$ cat src/rtl/srht_pkg.sv
// Shared types for the segment and rectangle hit test pipeline.
package srht_pkg;

	// Per-item flags that travel down the pipeline next to the products.
	typedef struct packed {
		logic str_bottom; // bottom edge line lies between the segment's endpoints
		logic str_top;
		logic str_left;
		logic str_right;
		logic w_nz;       // rectangle has nonzero width
		logic h_nz;       // rectangle has nonzero height
		logic dx_nz;      // segment is not vertical
		logic dy_nz;      // segment is not horizontal
	} srht_flags_t;

endpackage

$ cat src/rtl/srht_ifs.sv
// Request and response channel interfaces of the hit test unit.
interface srht_req_if #(parameter int COORD_BITS = 16) ();
	logic valid;
	logic ready;
	logic signed [COORD_BITS-1:0] rect_left;
	logic signed [COORD_BITS-1:0] rect_top;
	logic [COORD_BITS-2:0] rect_width;
	logic [COORD_BITS-2:0] rect_height;
	logic signed [COORD_BITS-1:0] seg_start_x;
	logic signed [COORD_BITS-1:0] seg_start_y;
	logic signed [COORD_BITS-1:0] seg_end_x;
	logic signed [COORD_BITS-1:0] seg_end_y;

	modport source (
		output valid, rect_left, rect_top, rect_width, rect_height,
		output seg_start_x, seg_start_y, seg_end_x, seg_end_y,
		input ready
	);
	modport sink (
		input valid, rect_left, rect_top, rect_width, rect_height,
		input seg_start_x, seg_start_y, seg_end_x, seg_end_y,
		output ready
	);
endinterface

interface srht_rsp_if ();
	logic valid;
	logic ready;
	logic hit;

	modport source (output valid, hit, input ready);
	modport sink (input valid, hit, output ready);
endinterface

$ cat src/rtl/srht_diff.sv
// First stage: coordinate differences relative to the segment start and edge range flags.
module srht_diff import srht_pkg::*; #(
	parameter int COORD_BITS = 16
) (
	input  logic clk,
	input  logic arst_n,
	input  logic v_in,
	output logic ready_up,
	input  logic ready_dn,
	output logic v_out,
	input  logic signed [COORD_BITS-1:0] rect_left,
	input  logic signed [COORD_BITS-1:0] rect_top,
	input  logic [COORD_BITS-2:0] rect_width,
	input  logic [COORD_BITS-2:0] rect_height,
	input  logic signed [COORD_BITS-1:0] seg_start_x,
	input  logic signed [COORD_BITS-1:0] seg_start_y,
	input  logic signed [COORD_BITS-1:0] seg_end_x,
	input  logic signed [COORD_BITS-1:0] seg_end_y,
	output logic signed [COORD_BITS+1:0] dx,
	output logic signed [COORD_BITS+1:0] dy,
	output logic signed [COORD_BITS+1:0] exl,
	output logic signed [COORD_BITS+1:0] exr,
	output logic signed [COORD_BITS+1:0] eyt,
	output logic signed [COORD_BITS+1:0] eyb,
	output srht_flags_t flags
);
	localparam int DW = COORD_BITS + 2;

	logic signed [DW-1:0] left_e, top_e, right_e, bottom_e;
	logic signed [DW-1:0] x1_e, y1_e, x2_e, y2_e;
	srht_flags_t flags_d;

	logic v_s1;
	logic signed [DW-1:0] dx_s1, dy_s1, exl_s1, exr_s1, eyt_s1, eyb_s1;
	srht_flags_t flags_s1;

	assign left_e   = DW'(rect_left);
	assign top_e    = DW'(rect_top);
	assign right_e  = left_e + DW'(rect_width);
	assign bottom_e = top_e + DW'(rect_height);
	assign x1_e     = DW'(seg_start_x);
	assign y1_e     = DW'(seg_start_y);
	assign x2_e     = DW'(seg_end_x);
	assign y2_e     = DW'(seg_end_y);

	// An edge's line separates or touches the endpoints when it lies between them.
	always_comb begin
		flags_d.str_bottom = (y1_e <= bottom_e && y2_e >= bottom_e) ||
			(y1_e >= bottom_e && y2_e <= bottom_e);
		flags_d.str_top = (y1_e <= top_e && y2_e >= top_e) ||
			(y1_e >= top_e && y2_e <= top_e);
		flags_d.str_left = (x1_e <= left_e && x2_e >= left_e) ||
			(x1_e >= left_e && x2_e <= left_e);
		flags_d.str_right = (x1_e <= right_e && x2_e >= right_e) ||
			(x1_e >= right_e && x2_e <= right_e);
		flags_d.w_nz  = |rect_width;
		flags_d.h_nz  = |rect_height;
		flags_d.dx_nz = seg_start_x != seg_end_x;
		flags_d.dy_nz = seg_start_y != seg_end_y;
	end

	assign ready_up = !v_s1 || ready_dn;

	always_ff @(posedge clk or negedge arst_n) begin
		if (!arst_n) begin
			v_s1 <= 1'b0;
		end else if (ready_up) begin
			v_s1 <= v_in;
		end
	end

	always_ff @(posedge clk) begin
		if (v_in && ready_up) begin
			dx_s1    <= x2_e - x1_e;
			dy_s1    <= y2_e - y1_e;
			exl_s1   <= left_e - x1_e;
			exr_s1   <= right_e - x1_e;
			eyt_s1   <= top_e - y1_e;
			eyb_s1   <= bottom_e - y1_e;
			flags_s1 <= flags_d;
		end
	end

	assign v_out = v_s1;
	assign dx    = dx_s1;
	assign dy    = dy_s1;
	assign exl   = exl_s1;
	assign exr   = exr_s1;
	assign eyt   = eyt_s1;
	assign eyb   = eyb_s1;
	assign flags = flags_s1;
endmodule

$ cat src/rtl/srht_mul.sv
// Second stage: the four cross-product terms shared by the rectangle corners.
module srht_mul import srht_pkg::*; #(
	parameter int COORD_BITS = 16
) (
	input  logic clk,
	input  logic arst_n,
	input  logic v_in,
	output logic ready_up,
	input  logic ready_dn,
	output logic v_out,
	input  logic signed [COORD_BITS+1:0] dx,
	input  logic signed [COORD_BITS+1:0] dy,
	input  logic signed [COORD_BITS+1:0] exl,
	input  logic signed [COORD_BITS+1:0] exr,
	input  logic signed [COORD_BITS+1:0] eyt,
	input  logic signed [COORD_BITS+1:0] eyb,
	input  srht_flags_t flags_in,
	output logic signed [2*COORD_BITS+3:0] al,
	output logic signed [2*COORD_BITS+3:0] ar,
	output logic signed [2*COORD_BITS+3:0] bt,
	output logic signed [2*COORD_BITS+3:0] bb,
	output srht_flags_t flags
);
	localparam int PW = 2 * COORD_BITS + 4;

	logic v_s2;
	logic signed [PW-1:0] al_s2, ar_s2, bt_s2, bb_s2;
	srht_flags_t flags_s2;

	assign ready_up = !v_s2 || ready_dn;

	always_ff @(posedge clk or negedge arst_n) begin
		if (!arst_n) begin
			v_s2 <= 1'b0;
		end else if (ready_up) begin
			v_s2 <= v_in;
		end
	end

	// Corner value is dy*(x - x1) - dx*(y - y1); the x and y terms are shared.
	always_ff @(posedge clk) begin
		if (v_in && ready_up) begin
			al_s2    <= PW'(dy) * PW'(exl);
			ar_s2    <= PW'(dy) * PW'(exr);
			bt_s2    <= PW'(dx) * PW'(eyt);
			bb_s2    <= PW'(dx) * PW'(eyb);
			flags_s2 <= flags_in;
		end
	end

	assign v_out = v_s2;
	assign al    = al_s2;
	assign ar    = ar_s2;
	assign bt    = bt_s2;
	assign bb    = bb_s2;
	assign flags = flags_s2;
endmodule

$ cat src/rtl/srht_eval.sv
// Third stage: corner side tests, per-edge decisions and the result register.
module srht_eval import srht_pkg::*; #(
	parameter int COORD_BITS = 16
) (
	input  logic clk,
	input  logic arst_n,
	input  logic v_in,
	output logic ready_up,
	input  logic ready_dn,
	output logic v_out,
	input  logic signed [2*COORD_BITS+3:0] al,
	input  logic signed [2*COORD_BITS+3:0] ar,
	input  logic signed [2*COORD_BITS+3:0] bt,
	input  logic signed [2*COORD_BITS+3:0] bb,
	input  srht_flags_t flags_in,
	output logic hit
);
	localparam int PW = 2 * COORD_BITS + 4;

	logic signed [PW:0] s_lt, s_lb, s_rt, s_rb;
	logic e_bottom, e_top, e_left, e_right;
	logic v_s3;
	logic hit_s3;

	function automatic logic opp_or_zero(input logic signed [PW:0] p, input logic signed [PW:0] q);
		return (p == '0) || (q == '0) || (p[PW] != q[PW]);
	endfunction

	assign s_lt = (PW+1)'(al) - (PW+1)'(bt);
	assign s_lb = (PW+1)'(al) - (PW+1)'(bb);
	assign s_rt = (PW+1)'(ar) - (PW+1)'(bt);
	assign s_rb = (PW+1)'(ar) - (PW+1)'(bb);

	// A zero-length edge or a segment parallel to the edge never counts as a hit.
	always_comb begin
		e_bottom = opp_or_zero(s_lb, s_rb) && flags_in.str_bottom &&
			flags_in.w_nz && flags_in.dy_nz;
		e_top = opp_or_zero(s_lt, s_rt) && flags_in.str_top &&
			flags_in.w_nz && flags_in.dy_nz;
		e_left = opp_or_zero(s_lt, s_lb) && flags_in.str_left &&
			flags_in.h_nz && flags_in.dx_nz;
		e_right = opp_or_zero(s_rt, s_rb) && flags_in.str_right &&
			flags_in.h_nz && flags_in.dx_nz;
	end

	assign ready_up = !v_s3 || ready_dn;

	always_ff @(posedge clk or negedge arst_n) begin
		if (!arst_n) begin
			v_s3 <= 1'b0;
		end else if (ready_up) begin
			v_s3 <= v_in;
		end
	end

	always_ff @(posedge clk) begin
		if (v_in && ready_up) begin
			hit_s3 <= e_bottom || e_top || e_left || e_right;
		end
	end

	assign v_out = v_s3;
	assign hit   = hit_s3;
endmodule

$ cat src/rtl/segment_rect_hit_test_unit.sv
// Top level of the segment and rectangle hit test pipeline.
//
//  channel  direction  payload                                    transfer when
//  req      in         rectangle (left, top, width, height),      req.valid && req.ready
//                      segment (start x/y, end x/y)
//  rsp      out        hit                                        rsp.valid && rsp.ready
//
// Three register stages: differences, products, then side tests and the result register.
// One request per cycle is taken while rsp is not stalled.
// Each stage holds its own valid bit, so bubbles are squeezed out while rsp is stalled.
// Reset clears only the valid bits; the block keeps no state between requests.
module segment_rect_hit_test_unit import srht_pkg::*; #(
	parameter int COORD_BITS = 16
) (
	input logic clk,
	input logic arst_n,
	srht_req_if.sink req,
	srht_rsp_if.source rsp
);
	localparam int DW = COORD_BITS + 2;
	localparam int PW = 2 * DW;

	logic v1, v2, v3;
	logic rdy1, rdy2, rdy3;
	logic signed [DW-1:0] dx, dy, exl, exr, eyt, eyb;
	logic signed [PW-1:0] al, ar, bt, bb;
	srht_flags_t flags1, flags2;
	logic hit;

	srht_diff #(.COORD_BITS(COORD_BITS)) u_diff (
		.clk         (clk),
		.arst_n      (arst_n),
		.v_in        (req.valid),
		.ready_up    (rdy1),
		.ready_dn    (rdy2),
		.v_out       (v1),
		.rect_left   (req.rect_left),
		.rect_top    (req.rect_top),
		.rect_width  (req.rect_width),
		.rect_height (req.rect_height),
		.seg_start_x (req.seg_start_x),
		.seg_start_y (req.seg_start_y),
		.seg_end_x   (req.seg_end_x),
		.seg_end_y   (req.seg_end_y),
		.dx          (dx),
		.dy          (dy),
		.exl         (exl),
		.exr         (exr),
		.eyt         (eyt),
		.eyb         (eyb),
		.flags       (flags1)
	);

	srht_mul #(.COORD_BITS(COORD_BITS)) u_mul (
		.clk      (clk),
		.arst_n   (arst_n),
		.v_in     (v1),
		.ready_up (rdy2),
		.ready_dn (rdy3),
		.v_out    (v2),
		.dx       (dx),
		.dy       (dy),
		.exl      (exl),
		.exr      (exr),
		.eyt      (eyt),
		.eyb      (eyb),
		.flags_in (flags1),
		.al       (al),
		.ar       (ar),
		.bt       (bt),
		.bb       (bb),
		.flags    (flags2)
	);

	srht_eval #(.COORD_BITS(COORD_BITS)) u_eval (
		.clk      (clk),
		.arst_n   (arst_n),
		.v_in     (v2),
		.ready_up (rdy3),
		.ready_dn (rsp.ready),
		.v_out    (v3),
		.al       (al),
		.ar       (ar),
		.bt       (bt),
		.bb       (bb),
		.flags_in (flags2),
		.hit      (hit)
	);

	assign req.ready = rdy1;
	assign rsp.valid = v3;
	assign rsp.hit   = hit;
endmodule

$ cat src/flat_wrapper.sv
// flat-port wrapper written by rule: the top's interface ports become plain ports
module segment_rect_hit_test_unit_flat import srht_pkg::*;
#(
	parameter int COORD_BITS = 16
)
  (clk, arst_n, req_valid, req_rect_left, req_rect_top, req_rect_width, req_rect_height, req_seg_start_x, req_seg_start_y, req_seg_end_x, req_seg_end_y, req_ready, rsp_valid, rsp_hit, rsp_ready);
  srht_req_if #(.COORD_BITS(COORD_BITS)) req_i ();
  srht_rsp_if rsp_i ();
  input logic clk;
  input logic arst_n;
  input wire logic [$bits(req_i.valid)-1:0] req_valid;
  input wire logic [$bits(req_i.rect_left)-1:0] req_rect_left;
  input wire logic [$bits(req_i.rect_top)-1:0] req_rect_top;
  input wire logic [$bits(req_i.rect_width)-1:0] req_rect_width;
  input wire logic [$bits(req_i.rect_height)-1:0] req_rect_height;
  input wire logic [$bits(req_i.seg_start_x)-1:0] req_seg_start_x;
  input wire logic [$bits(req_i.seg_start_y)-1:0] req_seg_start_y;
  input wire logic [$bits(req_i.seg_end_x)-1:0] req_seg_end_x;
  input wire logic [$bits(req_i.seg_end_y)-1:0] req_seg_end_y;
  output wire logic [$bits(req_i.ready)-1:0] req_ready;
  output wire logic [$bits(rsp_i.valid)-1:0] rsp_valid;
  output wire logic [$bits(rsp_i.hit)-1:0] rsp_hit;
  input wire logic [$bits(rsp_i.ready)-1:0] rsp_ready;
  assign req_i.valid = req_valid;
  assign req_i.rect_left = req_rect_left;
  assign req_i.rect_top = req_rect_top;
  assign req_i.rect_width = req_rect_width;
  assign req_i.rect_height = req_rect_height;
  assign req_i.seg_start_x = req_seg_start_x;
  assign req_i.seg_start_y = req_seg_start_y;
  assign req_i.seg_end_x = req_seg_end_x;
  assign req_i.seg_end_y = req_seg_end_y;
  assign req_ready = req_i.ready;
  assign rsp_valid = rsp_i.valid;
  assign rsp_hit = rsp_i.hit;
  assign rsp_i.ready = rsp_ready;
  segment_rect_hit_test_unit #(.COORD_BITS(COORD_BITS)) u_core (.clk(clk), .arst_n(arst_n), .req(req_i), .rsp(rsp_i));
endmodule
$ cat config.mk
export PLATFORM = sky130hd
export DESIGN_NAME = segment_rect_hit_test_unit_flat
export DESIGN_NICKNAME = d
export VERILOG_FILES = /design/src/rtl/srht_pkg.sv /design/src/rtl/srht_ifs.sv /design/src/rtl/srht_diff.sv /design/src/rtl/srht_mul.sv /design/src/rtl/srht_eval.sv /design/src/rtl/segment_rect_hit_test_unit.sv /design/src/flat_wrapper.sv
export SDC_FILE = /design/constraint.sdc
export NUM_CORES = 2
export LEC_CHECK = 0
export BUFFER_PORTS_ARGS = -buffer_cell sky130_fd_sc_hd__buf_2
export CAP_MARGIN = 20
export CORE_MARGIN = 2
export CORE_UTILIZATION = 45
export DETAILED_ROUTE_END_ITERATION = 8
export GPL_TIMING_DRIVEN = 0
export HOLD_SLACK_MARGIN = 0.06
export REMOVE_ABC_BUFFERS = 1
export SYNTH_ARGS = -nofsm -noshare
export SYNTH_HDL_FRONTEND = slang
export SYNTH_SLANG_ARGS = --single-unit
$ cat constraint.sdc
create_clock -name clk -period 7 [get_ports clk]
set_input_delay 0.35 -clock clk [delete_from_list [all_inputs] [get_ports clk]]
set_output_delay 0.35 -clock clk [all_outputs]
set_load 0.01 [all_outputs]
[Yosys cells after proc, flatten, opt, wreduce, memory -nomap -nowiden]
Index checks and enable logic that the tools add are counted.
Operators by class
  eq/ne operators: 6
  add/sub/neg operators: 12
  reductions and logical operators: 50
  multiply operators: 4
  $lt $le $gt $ge: 16
Operators with widths (count)
  $logic_not 37->1: 4
  $sub 36x36->37: 4
  $mul 17x18->35: 2
  $ge 16x17->1: 4
  $le 16x17->1: 4
  $mul 17x17->34: 2
  $sub 16x16->17: 4
  $ge 16x16->1: 4
  $le 16x16->1: 4
  $sub 17x16->18: 2
  $add 16x16->17: 2
  $ne 16x16->1: 2
  $reduce_or 15->1: 2
  $logic_and 1x1->1: 23
  $logic_or 1x1->1: 18
  $ne 1x1->1: 4
  $logic_not 1->1: 3
Word-level totals
  register bits after elaboration: 268
  word-level logic and storage cells: 118
  input port bits: 130
  output and inout bits: 3

[Depth between registers and ports, before layout]
  depth in word-level cells: 10
  gate-level depth with buffers: 28
  gate-level depth less buffers: 27

[Cells and area by module]
From an unflattened synthesis, not the netlist that was laid out.
Second synthesis, totals
  cell total of the unflattened synthesis: 8254
  area total of the unflattened synthesis: 74123.6 µm²
Modules (own cells, without submodules)
  srht_mul: cells each 5583, area each 53313.6 µm², seq. area each 4589.4 µm², times used 1
  srht_diff: cells each 1204, area each 11360.9 µm², seq. area each 3388.2 µm², times used 1
  srht_eval: cells each 1467, area each 9449.1 µm², seq. area each 55.1 µm², times used 1

[Worst setup path after synthesis]
No wires, ideal clock.
  kind: register to register
  from: register u_core.u_diff.dy_s1[2], in the netlist u_core.u_diff.dy[2]
  to: register u_core.u_mul.ar_s2[33], in the netlist u_core.u_mul.ar[33] (data pin)
  period minus slack after synthesis: 6.748 ns
  buffers on the path: 1
  path slack: 0.252 ns
  cell stages (with the launch flop): 26
  library setup time: 0.258 ns
  data required time: 6.742 ns
  data arrival time: 6.490 ns
  cell sequence: edfxtp_1 clkbuf_1 nand2_1 fa_1 fa_1 fa_1 fa_1 inv_1 fa_1 inv_1 fa_1 inv_1 ha_1 a21o_1 a21oi_1 nor2b_1 nor3_1 a21oi_1 o41ai_1 o21ai_0 o21ai_0 or3_1 a31oi_1 o21a_1 nor2_1 xnor2_1
Between the ends
  longest elaborated chain between the ends: 1
RTL lines
  start, declared: line srht_diff.sv:34  | logic signed [DW-1:0] dx_s1, dy_s1, exl_s1, exr_s1, eyt_s1, eyb_s1;
  start signal, assigned: line srht_diff.sv:75  | dy_s1 <= y2_e - y1_e;
  $mul 17x18->35: line srht_mul.sv:44  | ar_s2 <= PW'(dy) * PW'(exr);
  end signal, assigned: line srht_mul.sv:44
  end, declared: line srht_mul.sv:27  | logic signed [PW-1:0] al_s2, ar_s2, bt_s2, bb_s2;
No other way between the ends.
A chain may end at the register's enable or synchronous reset.

[Worst setup path after layout]
  from: register u_core.u_diff.dy_s1[7], in the netlist u_core.u_diff.dy[7]
  to: register u_core.u_mul.ar_s2[33], in the netlist u_core.u_mul.ar[33] (data pin)
The elaborated chain is that of the path after synthesis.

==> flow_summary.yaml <==
run_status:
  outcome: "completed"
floorplanning:
  dieArea_um2: 151000
  initial_core_util: 0.452
  dieWidth_um: 389
  core_area_um2: 147000
  io_pins: 133
  core.rowCount: 141
  die_h_um: 389
route:
  via_count: 50753
  wire_per_inst_um: 20.2
  ant_nets: 0
  dr.pass1.iters: 5
  wirelength_um: 191000
  route.detailed.drc: 0
  drtIter0Drc: 3244
  via_per_inst: 5.37
sta:
  relSlewSlack: 0.412
  period_share: 0.982
  fin_hold_ws_ns: 0.253
  setup_viol: 0
  tightest_slew_ns: 0.860
  skew_ns: 0.0398
  min_period_ns: 6.87
  finalWorstSetupSlack_ns: 0.127
  report.final.slew_viol_count: 0
  fin_tns_setup_ns: 0
  max_freq_mhz: 145
  rsz0062_at_grt: "true"
  hold_violations: 0
synth:
  synth-edff-count: 259
  synthTopCellsByCount: "inv_1 (1564), fa_1 (1222), nand2_1 (716)"
  synth_ff_type: "edfxtp_1"
  syn_inst: 7253
  synthArstFlopShare: 0.0115
  ys_ff_latch: 262
  seq_area_frac_synth: 0.118
  synth.top_cell.area_share: 0.367
  syn_avg_cell_area_um2: 9.20
  ys.warnings.count: 0
  synth.distinct_cells: 84
  syn_area_um2: 66700
  synth_area_leaders: "fa_1 (37%), ha_1 (13%), edfxtp_1 (12%), inv_1 (8.8%), and2_1 (5.8%)"
  synthMostInstantiatedCell: "inv_1"
  synth_top_area_cell: "fa_1"
clocking:
  cts.clk_slew.worst_paths_ns: 0.06
  clockBufferDepth: 3
  clk_latency_ns: 0.63
  cts_sinks: 262
  root_buffer: "clkbuf_16"
  cts_made_buffers: 39
  cts_tree: "yes"
  htree_levels: 2
final_layout:
  final_cells: 9452
  nets: 9524
  area_growth_pct: 12.1
  final_layout_size_suffix_gt1_frac: 0.0826
setup_path:
  crit_buf_inv: 7
  r2r_start: "u_core.u_diff.dy[7]"
  max_stage_delay_ns: 0.54
  worstPathArrival_ns: 7.29
  crit_top_cell: "fa_1"
  critPathLaunchType: "flip-flop"
  cp_data_required_time_ns: 7.42
  critPathSlowestCell: "fa_1"
  crit_start: "u_core.u_diff.dy[7]"
  critPathMaxFanout: 8
  path_class: "reg2reg"
  critPathCaptureType: "flip-flop"
  cp_top_family: "adder cells"
placed_design:
  dp_cells: 9145
  hpwl_um: 156000
  io_buffers: 132
  gp_congestion: 0.941
  post-place-ws_ns: -1.22
global_routing:
  grt_max_degree: 64
  antenna_found_initial: 3
  grt_pass1_vias: 52445
  grtUsageTotal: 0.254
  grt_overflow: 0
  grt_pass1_wl_um: 299000
hold_path:
  worstHoldStart: "req_seg_start_x[1]"
  hp-class: "in2reg"
job:
  cap_violations: 0
==> what timing repair did <==
action                     CTS  global route
setup endpoints to repair   30            29
gates resized for setup     38           114
setup buffers              114           108
hold endpoints to repair     7             0
pin swaps                   13            86
hold buffers                 8             0
gates cloned                 2             4
==> placed cells by master (no fill, tap or decap), drive strengths merged, types with 9 or more instances in the layout <==
master	synthesis	layout
a2111oi	16	16
a211o	12	12
a211oi	11	11
a21boi	34	34
a21o	95	95
a21oi	261	261
a31oi	34	34
and2	616	616
and3	23	23
buf	6	399
clkbuf	213	48
clkinv	0	17
edfxtp	259	259
fa	1222	1222
ha	681	681
inv	1564	1564
mux2i	18	18
nand2	716	716
nand2b	69	69
nand3	86	86
nand4	67	67
nor2	268	268
nor2b	59	59
nor3	60	60
nor3b	12	12
nor4	32	32
o2111ai	16	16
o211ai	21	21
o21a	64	64
o21ai	184	184
o21bai	46	46
o22ai	11	11
o31a	9	9
o31ai	15	15
or2	14	14
or3	18	18
or4	10	10
xnor2	204	204
xor2	78	78
==> kinds of logic after synthesis <==
logic type / share of synthesized area
multiplexers: 0.00304
AND/OR/NAND/NOR: 0.157
AO/OA/AOI/OAI: 0.0901
XOR/XNOR: 0.0370
flip-flops: 0.118
adder cells (fa/ha/maj): 0.494
buffers and inverters: 0.100
==> metrics by stage <==
step	instance area, µm²	utilization
6_report	74800	0.507
5_1_grt	74800	0.507
4_1_cts	73100	0.496
3_5_place_dp	70200	0.476
3_3_place_gp	69000	0.468
2_1_floorplan	65900	-
==> worst min-delay path, stage by stage <==
cell and delay, ns:
buf_2 0.15, fa_1 0.18, inv_1 0.04
==> state kept, by name, summed over array words and instances, names as in the netlist, 17 cells and up <==
| name | flops |
|---|---|
| u_core.u_diff.dx | 17 |
| u_core.u_diff.dy | 17 |
| u_core.u_diff.exl | 17 |
| u_core.u_diff.exr | 18 |
| u_core.u_diff.eyb | 18 |
| u_core.u_diff.eyt | 17 |
| u_core.u_mul.al | 34 |
| u_core.u_mul.ar | 35 |
| u_core.u_mul.bb | 35 |
| u_core.u_mul.bt | 34 |
==> final cells by class <==
class	instances	area (µm²)
fillers	13684	72700
diodes	3	7.51
flip-flops and latches	262	7850
repair buffers	416	4450
clock buffers	41	983
well taps	1930	2410
multi-input cells	5208	52800
clock inverters	28	340
inverters	1564	5880
==> layer usage <==
metal | vias to the layer above | part of all wire | global-route usage
li1 | 23329 | - | -
met5 | - | 0.000068 | 0
met2 | 1345 | 0.47 | 0.420
met4 | 2 | 0.034 | 0.0786
met3 | 273 | 0.054 | 0.0286
met1 | 25804 | 0.44 | 0.352
==> path summary, 6_finish.rpt <==
kind,endpoint,slack [ns],depth (start not counted)
hold / removal,u_core.u_diff.exl[1],0.25,3
setup / recovery,u_core.u_mul.ar[33],0.13,28
min in group asynchronous,u_core.u_diff.v_out,0.62,3
setup reg to reg,u_core.u_mul.ar[33],0.13,28
hold reg to reg,u_core.u_mul.flags[1],0.42,0
max in group asynchronous,u_core.u_mul.v_out,6.22,3
Power is not shown: default switching activity piles up to over one toggle a cycle in this logic, so the estimate is an artifact.
